===== config.mk =====
export PLATFORM = sky130hd
export DESIGN_NAME = preemptive_priority_scheduler
export DESIGN_NICKNAME = d
export VERILOG_FILES = /design/src/hdl/pps_pkg.sv /design/src/hdl/pps_cell.sv /design/src/hdl/pps_ctrl.sv /design/src/hdl/preemptive_priority_scheduler.sv
export SDC_FILE = /design/constraint.sdc
export NUM_CORES = 2
export LEC_CHECK = 0
export ABC_AREA = 1
export BUFFER_PORTS_ARGS = -buffer_cell sky130_fd_sc_hd__buf_2
export CORE_MARGIN = 1
export CORE_UTILIZATION = 40
export CTS_CLUSTER_SIZE = 16
export DETAILED_ROUTE_END_ITERATION = 12
export GPL_TIMING_DRIVEN = 0
export PLACE_DENSITY = 0.61
export SYNTH_ARGS = -nofsm -noshare
export SYNTH_HDL_FRONTEND = slang
export SYNTH_SLANG_ARGS = --single-unit

===== constraint.sdc =====
create_clock -name clk -period 8.4 [get_ports clk]
set_input_delay 1.68 -clock clk [delete_from_list [all_inputs] [get_ports clk]]
set_output_delay 1.68 -clock clk [all_outputs]
set_load 0.03 [all_outputs]

===== src/hdl/pps_pkg.sv =====
package pps_pkg;

    localparam int SLOT_W      = 4;
    localparam int SLOT_COUNT  = 1 << SLOT_W;
    localparam int TIME_W      = 16;
    localparam int PRIO_W      = 8;
    localparam int NOW_W       = 32;
    localparam int ID_W        = 5;
    localparam int COST_W      = 8;
    localparam int DEFAULT_MAX_TASKS = 16;

    localparam logic [ID_W-1:0] COUNT_MAX = '1;

    localparam logic ACT_LOAD = 1'b0;
    localparam logic ACT_RUN  = 1'b1;

    localparam logic [1:0] KIND_LOAD = 2'd0;
    localparam logic [1:0] KIND_RAN  = 2'd1;
    localparam logic [1:0] KIND_IDLE = 2'd2;
    localparam logic [1:0] KIND_DONE = 2'd3;

    typedef struct packed {
        logic              action;
        logic [SLOT_W-1:0] slot;
        logic [TIME_W-1:0] arrival_time;
        logic [TIME_W-1:0] burst_length;
        logic [PRIO_W-1:0] prio_level;
    } sched_cmd_t;

    typedef struct packed {
        logic [1:0]       kind;
        logic [ID_W-1:0]  task_id;
        logic [NOW_W-1:0] slice_end;
        logic             switched;
        logic             finished;
        logic [NOW_W-1:0] turnaround;
        logic [NOW_W-1:0] waiting;
        logic [NOW_W-1:0] wait_sum;
        logic [NOW_W-1:0] turnaround_sum;
        logic [ID_W-1:0]  done_count;
    } sched_result_t;

    // running best candidate handed from cell to cell during a scan
    typedef struct packed {
        logic              pending;
        logic              found;
        logic [PRIO_W-1:0] prio;
        logic [SLOT_W-1:0] slot;
        logic [TIME_W-1:0] arrival;
        logic [TIME_W-1:0] burst;
        logic [TIME_W-1:0] remaining;
    } cand_t;

    // broadcast from the controller to every cell
    typedef struct packed {
        logic              load;
        logic              dec;
        logic [SLOT_W-1:0] slot;
        logic [TIME_W-1:0] arrival;
        logic [TIME_W-1:0] burst;
        logic [PRIO_W-1:0] prio;
        logic [NOW_W-1:0]  now;
    } cell_ctl_t;

    typedef enum logic [2:0] {
        ST_IDLE,
        ST_SCAN,
        ST_SWITCH,
        ST_TICK,
        ST_TAT,
        ST_WAIT,
        ST_SUM
    } sched_state_t;

    function automatic logic [NOW_W-1:0] sat_add(input logic [NOW_W-1:0] a,
                                                 input logic [NOW_W-1:0] b);
        logic [NOW_W:0] s;
        s = {1'b0, a} + {1'b0, b};
        return s[NOW_W] ? {NOW_W{1'b1}} : s[NOW_W-1:0];
    endfunction

endpackage


===== src/hdl/pps_cell.sv =====
module pps_cell #(
    parameter int INDEX = 0
) (
    input  logic              clk,
    input  logic              rst_n,
    input  pps_pkg::cell_ctl_t ctl,
    input  logic              vld_in,
    input  pps_pkg::cand_t    cand_in,
    output logic              vld_out,
    output pps_pkg::cand_t    cand_out
);
    import pps_pkg::*;

    localparam bit                ADDRESSABLE = INDEX < SLOT_COUNT;
    localparam logic [SLOT_W-1:0] MY_SLOT     = SLOT_W'(INDEX);

    logic [TIME_W-1:0] arrival_reg;
    logic [TIME_W-1:0] burst_reg;
    logic [PRIO_W-1:0] prio_reg;
    logic [TIME_W-1:0] remaining_reg;
    logic              loaded_reg;
    logic              vld_reg;
    cand_t             cand_reg;

    logic  hit;
    logic  eligible;
    logic  arrived;
    logic  take;
    cand_t cand_next;

    assign hit      = ADDRESSABLE && (ctl.slot == MY_SLOT);
    assign eligible = loaded_reg && (remaining_reg != '0);
    assign arrived  = (ctl.now[NOW_W-1:TIME_W] != '0) || (arrival_reg <= ctl.now[TIME_W-1:0]);
    // strict compare keeps the lower slot on a tie
    assign take     = eligible && arrived && (!cand_in.found || (prio_reg < cand_in.prio));

    always_comb
    begin
        cand_next         = cand_in;
        cand_next.pending = cand_in.pending | eligible;
        if (take)
        begin
            cand_next.found     = 1'b1;
            cand_next.prio      = prio_reg;
            cand_next.slot      = MY_SLOT;
            cand_next.arrival   = arrival_reg;
            cand_next.burst     = burst_reg;
            cand_next.remaining = remaining_reg;
        end
    end

    always_ff @(posedge clk or negedge rst_n)
    begin
        if (!rst_n)
        begin
            remaining_reg <= '0;
            loaded_reg    <= 1'b0;
            vld_reg       <= 1'b0;
        end
        else
        begin
            vld_reg <= vld_in;
            if (ctl.load && hit)
            begin
                remaining_reg <= ctl.burst;
                loaded_reg    <= 1'b1;
            end
            else if (ctl.dec && hit)
            begin
                remaining_reg <= remaining_reg - TIME_W'(1);
            end
        end
    end

    always_ff @(posedge clk)
    begin
        cand_reg <= cand_next;
        if (ctl.load && hit)
        begin
            arrival_reg <= ctl.arrival;
            burst_reg   <= ctl.burst;
            prio_reg    <= ctl.prio;
        end
    end

    assign vld_out  = vld_reg;
    assign cand_out = cand_reg;

endmodule


===== src/hdl/pps_ctrl.sv =====
module pps_ctrl (
    input  logic                   clk,
    input  logic                   rst_n,
    input  logic                   start,
    output logic                   busy,
    input  pps_pkg::sched_cmd_t    cmd,
    input  logic                   cfg_we,
    input  logic [7:0]             cfg_wdata,
    output logic                   done,
    output pps_pkg::sched_result_t result,
    output logic                   scan_start,
    output pps_pkg::cell_ctl_t     ctl,
    input  logic                   scan_vld,
    input  pps_pkg::cand_t         scan_cand
);
    import pps_pkg::*;

    sched_state_t      state_reg, state_next;
    logic [COST_W-1:0] switch_cost_reg;
    logic [NOW_W-1:0]  now_reg;
    logic [ID_W-1:0]   last_reg;
    logic [ID_W-1:0]   count_reg;
    logic [NOW_W-1:0]  sum_wait_reg;
    logic [NOW_W-1:0]  sum_tat_reg;
    logic              done_reg;
    cand_t             best_reg;
    logic              sw_reg;
    logic [NOW_W-1:0]  tat_reg;
    logic [NOW_W-1:0]  wt_reg;
    sched_result_t     result_reg;

    logic              accept;
    logic              emit;
    logic [ID_W-1:0]   best_id;
    logic              sw_now;
    logic [NOW_W-1:0]  now_inc;
    logic [NOW_W-1:0]  now_sw;
    logic [NOW_W-1:0]  arrival_ext;
    logic [NOW_W-1:0]  burst_ext;
    logic [NOW_W-1:0]  sum_wait_new;
    logic [NOW_W-1:0]  sum_tat_new;
    logic              last_slice;

    assign accept       = start && (state_reg == ST_IDLE);
    assign best_id      = {1'b0, best_reg.slot} + ID_W'(1);
    assign sw_now       = (last_reg != '0) && (last_reg != best_id);
    assign now_inc      = sat_add(now_reg, NOW_W'(1));
    assign now_sw       = sat_add(now_reg, NOW_W'(switch_cost_reg));
    assign arrival_ext  = NOW_W'(best_reg.arrival);
    assign burst_ext    = NOW_W'(best_reg.burst);
    assign sum_wait_new = sat_add(sum_wait_reg, wt_reg);
    assign sum_tat_new  = sat_add(sum_tat_reg, tat_reg);
    assign last_slice   = (best_reg.remaining == TIME_W'(1));

    always_comb
    begin
        state_next = state_reg;
        unique case (state_reg)
            ST_IDLE:
            begin
                if (accept && (cmd.action == ACT_RUN))
                    state_next = ST_SCAN;
            end
            ST_SCAN:
            begin
                if (scan_vld)
                begin
                    if (scan_cand.pending && scan_cand.found)
                        state_next = ST_SWITCH;
                    else
                        state_next = ST_IDLE;
                end
            end
            ST_SWITCH: state_next = ST_TICK;
            ST_TICK:   state_next = last_slice ? ST_TAT : ST_IDLE;
            ST_TAT:    state_next = ST_WAIT;
            ST_WAIT:   state_next = ST_SUM;
            ST_SUM:    state_next = ST_IDLE;
            default:   state_next = ST_IDLE;
        endcase
    end

    always_comb
    begin
        busy       = (state_reg != ST_IDLE);
        scan_start = 1'b0;
        emit       = 1'b0;
        ctl        = '0;
        ctl.now    = now_reg;
        ctl.slot   = best_reg.slot;
        unique case (state_reg)
            ST_IDLE:
            begin
                ctl.slot    = cmd.slot;
                ctl.arrival = cmd.arrival_time;
                ctl.burst   = cmd.burst_length;
                ctl.prio    = cmd.prio_level;
                if (accept)
                begin
                    ctl.load   = (cmd.action == ACT_LOAD);
                    emit       = (cmd.action == ACT_LOAD);
                    scan_start = (cmd.action == ACT_RUN);
                end
            end
            ST_SCAN:
            begin
                emit = scan_vld && !(scan_cand.pending && scan_cand.found);
            end
            ST_SWITCH: ;
            ST_TICK:
            begin
                ctl.dec = 1'b1;
                emit    = !last_slice;
            end
            ST_TAT:  ;
            ST_WAIT: ;
            ST_SUM:
            begin
                emit = 1'b1;
            end
            default: ;
        endcase
    end

    always_ff @(posedge clk or negedge rst_n)
    begin
        if (!rst_n)
        begin
            state_reg       <= ST_IDLE;
            switch_cost_reg <= '0;
            now_reg         <= '0;
            last_reg        <= '0;
            count_reg       <= '0;
            sum_wait_reg    <= '0;
            sum_tat_reg     <= '0;
            done_reg        <= 1'b0;
        end
        else
        begin
            state_reg <= state_next;
            done_reg  <= emit;
            if (cfg_we)
                switch_cost_reg <= cfg_wdata;
            unique case (state_reg)
                ST_IDLE: ;
                ST_SCAN:
                begin
                    // idle slice: nothing arrived yet, advance by one
                    if (scan_vld && scan_cand.pending && !scan_cand.found)
                        now_reg <= now_inc;
                end
                ST_SWITCH:
                begin
                    if (sw_now)
                        now_reg <= now_sw;
                    last_reg <= best_id;
                end
                ST_TICK:
                begin
                    now_reg <= now_inc;
                end
                ST_TAT: ;
                ST_WAIT:
                begin
                    if (count_reg != COUNT_MAX)
                        count_reg <= count_reg + ID_W'(1);
                end
                ST_SUM:
                begin
                    sum_wait_reg <= sum_wait_new;
                    sum_tat_reg  <= sum_tat_new;
                end
                default: ;
            endcase
        end
    end

    always_ff @(posedge clk)
    begin
        unique case (state_reg)
            ST_IDLE:
            begin
                result_reg.kind           <= KIND_LOAD;
                result_reg.task_id        <= {1'b0, cmd.slot} + ID_W'(1);
                result_reg.slice_end      <= now_reg;
                result_reg.switched       <= 1'b0;
                result_reg.finished       <= 1'b0;
                result_reg.turnaround     <= '0;
                result_reg.waiting        <= '0;
                result_reg.wait_sum       <= sum_wait_reg;
                result_reg.turnaround_sum <= sum_tat_reg;
                result_reg.done_count     <= count_reg;
            end
            ST_SCAN:
            begin
                best_reg                  <= scan_cand;
                result_reg.kind           <= scan_cand.pending ? KIND_IDLE : KIND_DONE;
                result_reg.task_id        <= '0;
                result_reg.slice_end      <= scan_cand.pending ? now_inc : now_reg;
                result_reg.switched       <= 1'b0;
                result_reg.finished       <= 1'b0;
                result_reg.turnaround     <= '0;
                result_reg.waiting        <= '0;
                result_reg.wait_sum       <= sum_wait_reg;
                result_reg.turnaround_sum <= sum_tat_reg;
                result_reg.done_count     <= count_reg;
            end
            ST_SWITCH:
            begin
                sw_reg <= sw_now;
            end
            ST_TICK:
            begin
                result_reg.kind           <= KIND_RAN;
                result_reg.task_id        <= best_id;
                result_reg.slice_end      <= now_inc;
                result_reg.switched       <= sw_reg;
                result_reg.finished       <= 1'b0;
                result_reg.turnaround     <= '0;
                result_reg.waiting        <= '0;
                result_reg.wait_sum       <= sum_wait_reg;
                result_reg.turnaround_sum <= sum_tat_reg;
                result_reg.done_count     <= count_reg;
            end
            ST_TAT:
            begin
                tat_reg <= (now_reg >= arrival_ext) ? (now_reg - arrival_ext) : '0;
            end
            ST_WAIT:
            begin
                wt_reg <= (tat_reg >= burst_ext) ? (tat_reg - burst_ext) : '0;
            end
            ST_SUM:
            begin
                result_reg.kind           <= KIND_RAN;
                result_reg.task_id        <= best_id;
                result_reg.slice_end      <= now_reg;
                result_reg.switched       <= sw_reg;
                result_reg.finished       <= 1'b1;
                result_reg.turnaround     <= tat_reg;
                result_reg.waiting        <= wt_reg;
                result_reg.wait_sum       <= sum_wait_new;
                result_reg.turnaround_sum <= sum_tat_new;
                result_reg.done_count     <= count_reg;
            end
            default: ;
        endcase
    end

    assign done   = done_reg;
    assign result = result_reg;

endmodule


===== src/hdl/preemptive_priority_scheduler.sv =====
// Preemptive priority scheduler with a task-switch cost. A beat with action
// load is answered in the cycle after it is taken; busy stays low, so loads
// may come back to back. A run beat holds busy high until its result is
// shown, whether no task can run, the task keeps going or it completes: the
// task table sits in a row of MAX_TASKS cells and the search for the best
// ready task moves one cell per cycle along that row. Each result is on
// result for exactly one cycle with done high; the receiver cannot stall it.
// Write switch_cost through cfg_we/cfg_wdata only while busy is low. Only the
// first sixteen cells are addressable by the slot field.
module preemptive_priority_scheduler #(
    parameter int MAX_TASKS = pps_pkg::DEFAULT_MAX_TASKS
) (
    input  logic                   clk,
    input  logic                   rst_n,
    input  logic                   start,
    output logic                   busy,
    input  pps_pkg::sched_cmd_t    cmd,
    input  logic                   cfg_we,
    input  logic [7:0]             cfg_wdata,
    output logic                   done,
    output pps_pkg::sched_result_t result
);
    import pps_pkg::*;

    cell_ctl_t ctl;
    logic      scan_start;
    logic      vld_chain [MAX_TASKS+1];
    cand_t     cand_chain [MAX_TASKS+1];

    assign vld_chain[0]  = scan_start;
    assign cand_chain[0] = '0;

    for (genvar i = 0; i < MAX_TASKS; i++)
    begin : g_cell
        pps_cell #(
            .INDEX(i)
        ) u_cell (
            .clk     (clk),
            .rst_n   (rst_n),
            .ctl     (ctl),
            .vld_in  (vld_chain[i]),
            .cand_in (cand_chain[i]),
            .vld_out (vld_chain[i+1]),
            .cand_out(cand_chain[i+1])
        );
    end

    pps_ctrl u_ctrl (
        .clk       (clk),
        .rst_n     (rst_n),
        .start     (start),
        .busy      (busy),
        .cmd       (cmd),
        .cfg_we    (cfg_we),
        .cfg_wdata (cfg_wdata),
        .done      (done),
        .result    (result),
        .scan_start(scan_start),
        .ctl       (ctl),
        .scan_vld  (vld_chain[MAX_TASKS]),
        .scan_cand (cand_chain[MAX_TASKS])
    );

endmodule


; After elaboration in Yosys (flattened, before gate mapping)
; Cells that the tools add are included.
[totals]
word_cells = 581
input_bits = 57
out_inout_bits = 176
reg_bits = 2321
[op_classes]
order_cmp = 33
muxes = 70
bitwise = 16
addsub = 25
eq_ne = 28
n_reduce_logical = 177
[ops]
columns = cell, count
row1 = 60-bit two-way mux, 14
row2 = 174-bit one-hot mux with 4 select lines, 1
row3 = 16-bit two-way mux, 32
row4 = 16-bit nonzero test, 17
row5 = 16-bit <= comparator, 16
row6 = 16-bit by 1-bit subtractor with 16-bit output (second input constant), 16
row7 = 32-bit two-way mux, 7
row8 = 8-bit less-than comparator, 15
row9 = 32-bit one-hot mux with 3 select lines, 1
row10 = 1-bit logical AND, 86
row11 = 32-bit by 32-bit adder with 33-bit output, 2
row12 = 32-bit by 16-bit greater-or-equal comparator with 1-bit output, 2
row13 = 32-bit by 16-bit subtractor with 32-bit output, 2
row14 = 61-bit two-way mux, 1
row15 = 48-bit two-way mux, 1
row16 = 44-bit two-way mux, 1
row17 = 32-bit by 1-bit adder with 33-bit output (second input constant), 1
row18 = 32-bit by 8-bit adder with 33-bit output, 1
row19 = 4-bit equality test (second input constant), 8
row20 = 2-bit nonzero test, 16
row21 = 1-bit logical OR, 31
row22 = 1-bit zero test, 18
row23 = 3-bit one-hot mux with 6 select lines, 1
row24 = 16-bit by 1-bit equality test with 1-bit output (second input constant), 1
row25 = other kinds (25), 58

; Depth between registers and ports, before layout
[depth]
ltp_word = 6
depth_mapped = 15
ltp_nobuf = 15

; Hierarchy
; Synthesis repeated with hierarchy kept, for this count alone.
[unflattened]
cells_unflattened = 12802
hier_area_um2 = 110218.2
[by_module_without_submodules]
columns = mod, cells_each, n_inst, area_each_um2, seq_area_each_um2
row1 = pps_ctrl, 3559, 1, 26417.8, 11691.2
row2 = pps_cell (g_cell[11].u_cell ...), 578, 4, 5276.3, 2892.8
row3 = pps_cell (g_cell[10].u_cell ...), 580, 4, 5245.0, 2892.8
row4 = pps_cell (g_cell[1].u_cell ...), 576, 4, 5200.0, 2892.8
row5 = pps_cell (g_cell[12].u_cell ...), 571, 2, 5240.0, 2892.8
row6 = pps_cell (g_cell[15].u_cell), 583, 1, 5223.8, 2892.8
row7 = pps_cell (g_cell[0].u_cell), 581, 1, 5207.5, 2892.8
row8 = preemptive_priority_scheduler, 1, 1, 3.8, 0.0

; Worst setup path before layout
; OpenSTA, ideal clock, no wires.
[synth_timing]
path_type = register to register
startpoint = reg u_ctrl.state_reg[2]
endpoint = reg u_ctrl.result_reg, in the netlist u_ctrl.result[0] (enable)
setup_ns = 1.416
path_slack_ns = 2.416
path_buffers = 4
stages_incl_launch_ff = 8
period_less_slack_ns = 5.984
required_ns = 6.984
arrival_ns = 4.568
cell_sequence = dfrtp_1 -> buf_4 -> inv_2 -> nand2_4 -> buf_6 -> clkbuf_1 -> clkbuf_1 -> nand2_1
[synth_between]
elab_chain_cells = 2
elab_cells_between_ends = 5
cone_classes = 3 x eq/ne / 2 x reduce/logical
[synth_lines]
columns = item, line_no
row1 = from (decl), pps_ctrl.sv:18  ; sched_state_t state_reg, state_next;
row2 = from (signal assigned), pps_ctrl.sv:140  ; state_reg <= state_next;
row3 = 3-bit by 1-bit equality test with 1-bit output (tied with other cells), pps_ctrl.sv:180  ; unique case (state_reg)
row4 = 4-bit nonzero test (no line) (*), -
row5 = to (decl), pps_ctrl.sv:30  ; sched_result_t result_reg;
; Every way passes the cells marked *; elsewhere a longest branch is shown, timed or not.
; A chain may end at the register's enable or synchronous reset.

; Final worst setup path
[layout_timing]
startpoint = reg u_ctrl.state_reg[2]
endpoint = out busy
[layout_between]
elab_chain_cells = 1
[layout_lines]
columns = item, line_no
row1 = 3-bit nonzero test, pps_ctrl.sv:85  ; busy = (state_reg != ST_IDLE);
row2 = to (decl), preemptive_priority_scheduler.sv:16  ; output logic busy,
; No other way between the ends.

==> impl_metrics.env <==
export IMPL_num_vias=82039
export IMPL_grt_max_degree=103
export IMPL_cts_resized=0
export IMPL_cp_arrival_ps=3550
export IMPL_min_period_over_period=0.623
export IMPL_synth_top_family_by_area="simple AND/OR/NAND/NOR gates"
export IMPL_p_per_area_mw_per_mm2=351
export IMPL_hold_viol_final=0
export IMPL_post_route_util=0.458
export IMPL_drt_iter0_drc=6917
export IMPL_layout_setup_ws_ps=3170
export IMPL_nets=13140
export IMPL_ys_ff_latch=2306
export IMPL_peakVddDrop_uv=324
export IMPL_synthMuxAreaShare=0.000748
export IMPL_violations="max-capacitance violations, max-slew violations"
export IMPL_rows=188
export IMPL_synthSimpleGateAreaFrac=0.259
export IMPL_die_area_mm2=0.265
export IMPL_synth_fa_ha_area_frac=0.0587
export IMPL_dp_cells=15879
export IMPL_grt_first_pass_wirelength_um=471000
export IMPL_maxCapViolCount=4
export IMPL_slew_headroom=-0.0526
export IMPL_clock_path_buffers=3
export IMPL_postRouteWirelength_um=315000
export IMPL_setup_worst_path_class="flip-flop to output pin"
export IMPL_dp_hpwl_um=242000
export IMPL_leakage_nw=56.1
export IMPL_critPathMaxFanout=10
export IMPL_synthToLayoutAreaGrowth_pct=13.9
export IMPL_fin_skew_ps=35.5
export IMPL_largest_reg_flops=969
export IMPL_avgSynthCellArea_um2=8.72
export IMPL_antenna_found_initial=14
export IMPL_cts_htree_levels=4
export IMPL_cp_data_required_time_ps=6720
export IMPL_firstDrtPassIters=7
export IMPL_netlist_area_mm2=0.105
export IMPL_pre_cts_ws_ps=3220
export IMPL_grt_use_total=0.233
export IMPL_synth_xor_xnor_area_share=0.0155
export IMPL_drc=0
export IMPL_die_width_um=515
export IMPL_setup_viol=0
export IMPL_synth_ff_type="dfxtp_1"
export IMPL_cts_setup_buffers=0
export IMPL_initial_utilization=0.402
export IMPL_yosysSeqAreaShare=0.546
export IMPL_fmaxAchievable_mhz=191
export IMPL_status="finished, violations left"
export IMPL_worstMarginPinSlew_ps=1580
export IMPL_synthDistinctLibCells=56
export IMPL_wl_per_cell_um=19.3
export IMPL_final_area_mm2=0.120
export IMPL_finalCriticalPeriod_ps=5230
export IMPL_cts_tree="done"
export IMPL_drive_gt1_frac=0.0864
export IMPL_dieHeight_um=515
export IMPL_synth_top_area_cell="edfxtp_1"
export IMPL_synth_edff_count=931
export IMPL_ys_warn_count=0
export IMPL_layout_commonest_cell="nand2_1"
export IMPL_cts_root_buf="clkbuf_16"
export IMPL_most_common_layout_cells="nand2_1 (3737), inv_1 (1214), dfxtp_1 (969)"
export IMPL_slew_viol_final=42
export IMPL_viasPerCell=5.03
export IMPL_synth_compound_area_frac=0.0519
export IMPL_synth_fp_nets=12623
export IMPL_cts_hold_buffers=0
export IMPL_yosys_top_cells_area="edfxtp_1 (27%), dfxtp_1 (18%), nand2_1 (13%), dfrtp_1 (9.6%), ha_1 (5.8%)"
export IMPL_clk_pin_slew_ps=70
export IMPL_layout_cells_non_filler=16320
export IMPL_grt_overflow=0
export IMPL_yosysTopAreaCellShare=0.265
export IMPL_core_area_mm2=0.262
export IMPL_setup_tns_ps=0
export IMPL_clk_latency_ps=890
export IMPL_rsz0062_at_grt="no"
export IMPL_async_flop_share=0.176
export IMPL_clkSinkCount=2306
export IMPL_postRouteAntennaNets=0
export IMPL_holdCritPathClass="flip-flop to flip-flop"
export IMPL_crit_path_end_kind="output pin"
export IMPL_report_power_total_mw=42.1
export IMPL_postSynthCellCount=12075
export IMPL_cp_start_kind="flip-flop"
export IMPL_grt_pass1_vias=77891
export IMPL_rrSetupSlack_ps=4200
export IMPL_cts_buffers=226
export IMPL_place_gp_congestion=0.965
export IMPL_port_buffers=231
export IMPL_placed_area_mm2=0.112
export IMPL_holdWs_ps=346
export IMPL_ios=233
[power breakdown]
part | leakage (nW) | internal [mW] | switching [mW]
sequential | 21.9 | 15.5 | 1.56
combinational | 30.4 | 4.47 | 10.2
clock | 3.81 | 5.86 | 4.51
total | 56.1 | 25.8 | 16.3
[final cells by class]
type                            instances  area (µm²)
Clock buffer                          341        6810
Fill cell                           25350      142000
Clock inverter                         91         953
Buffer                                509        2490
Timing Repair Buffer                  289        2250
Inverter                             1250        4700
Sequential cell                      2306       57500
Multi-Input combinational cell       8010       40800
Antenna cell                            9        22.5
Tap cell                             3515        4400
[per-layer routing]
layer | global-route usage | up-vias | wire [µm]
met3 | 0.0326 | 617 | 19500
met5 | 0 | - | 0
li1 | - | 41134 | -
met4 | 0.0956 | 0 | 13600
met2 | 0.390 | 2558 | 147000
met1 | 0.302 | 37730 | 135000
[path summary, 6_finish.rpt]
| kind | end | cells past startpoint | startpoint |
|---|---|---|---|
| max in group asynchronous | g_cell[1].u_cell.remaining_reg[15] | 4 | rst_n |
| min reg2reg | g_cell[13].u_cell.vld_out | 0 | g_cell[12].u_cell.vld_out |
| min in group asynchronous | u_ctrl.now_reg[29] | 1 | rst_n |
| max | busy | 7 | u_ctrl.state_reg[2] |
| min | g_cell[13].u_cell.vld_out | 0 | g_cell[12].u_cell.vld_out |
| max reg2reg | u_ctrl.now_reg[4] | 15 | u_ctrl.now_reg[0] |
[logic make-up (layout without fill, tap and decap cells)]
logic type | Yosys count | after routing
other cells | 0 | 9
xor+xnor | 186 | 186
simple gates | 6329 | 6329
flops | 2306 | 2306
compound gates | 997 | 997
mux | 7 | 7
fa+ha+maj | 491 | 491
buf+inv | 1759 | 2480
[cell usage after synthesis (54+ instances only)]
library cell,number
a21oi_1,393
buf_1,66
buf_2,189
clkbuf_1,199
dfrtp_1,406
dfxtp_1,969
edfxtp_1,931
ha_1,486
inv_1,1218
nand2_1,3738
nand3_1,502
nand4_1,918
nor2_1,932
nor3_1,102
o211ai_1,80
o21ai_0,365
o21ai_1,54
xor2_1,156
[critical path, cell delays in order, from the launching register on]
cell	delay, ps
dfrtp_1	330
buf_4	170
inv_2	70
nand2_4	150
buf_6	250
clkbuf_2	660
clkbuf_2	670
buf_2	320
Power figures use the tool's default switching activity.
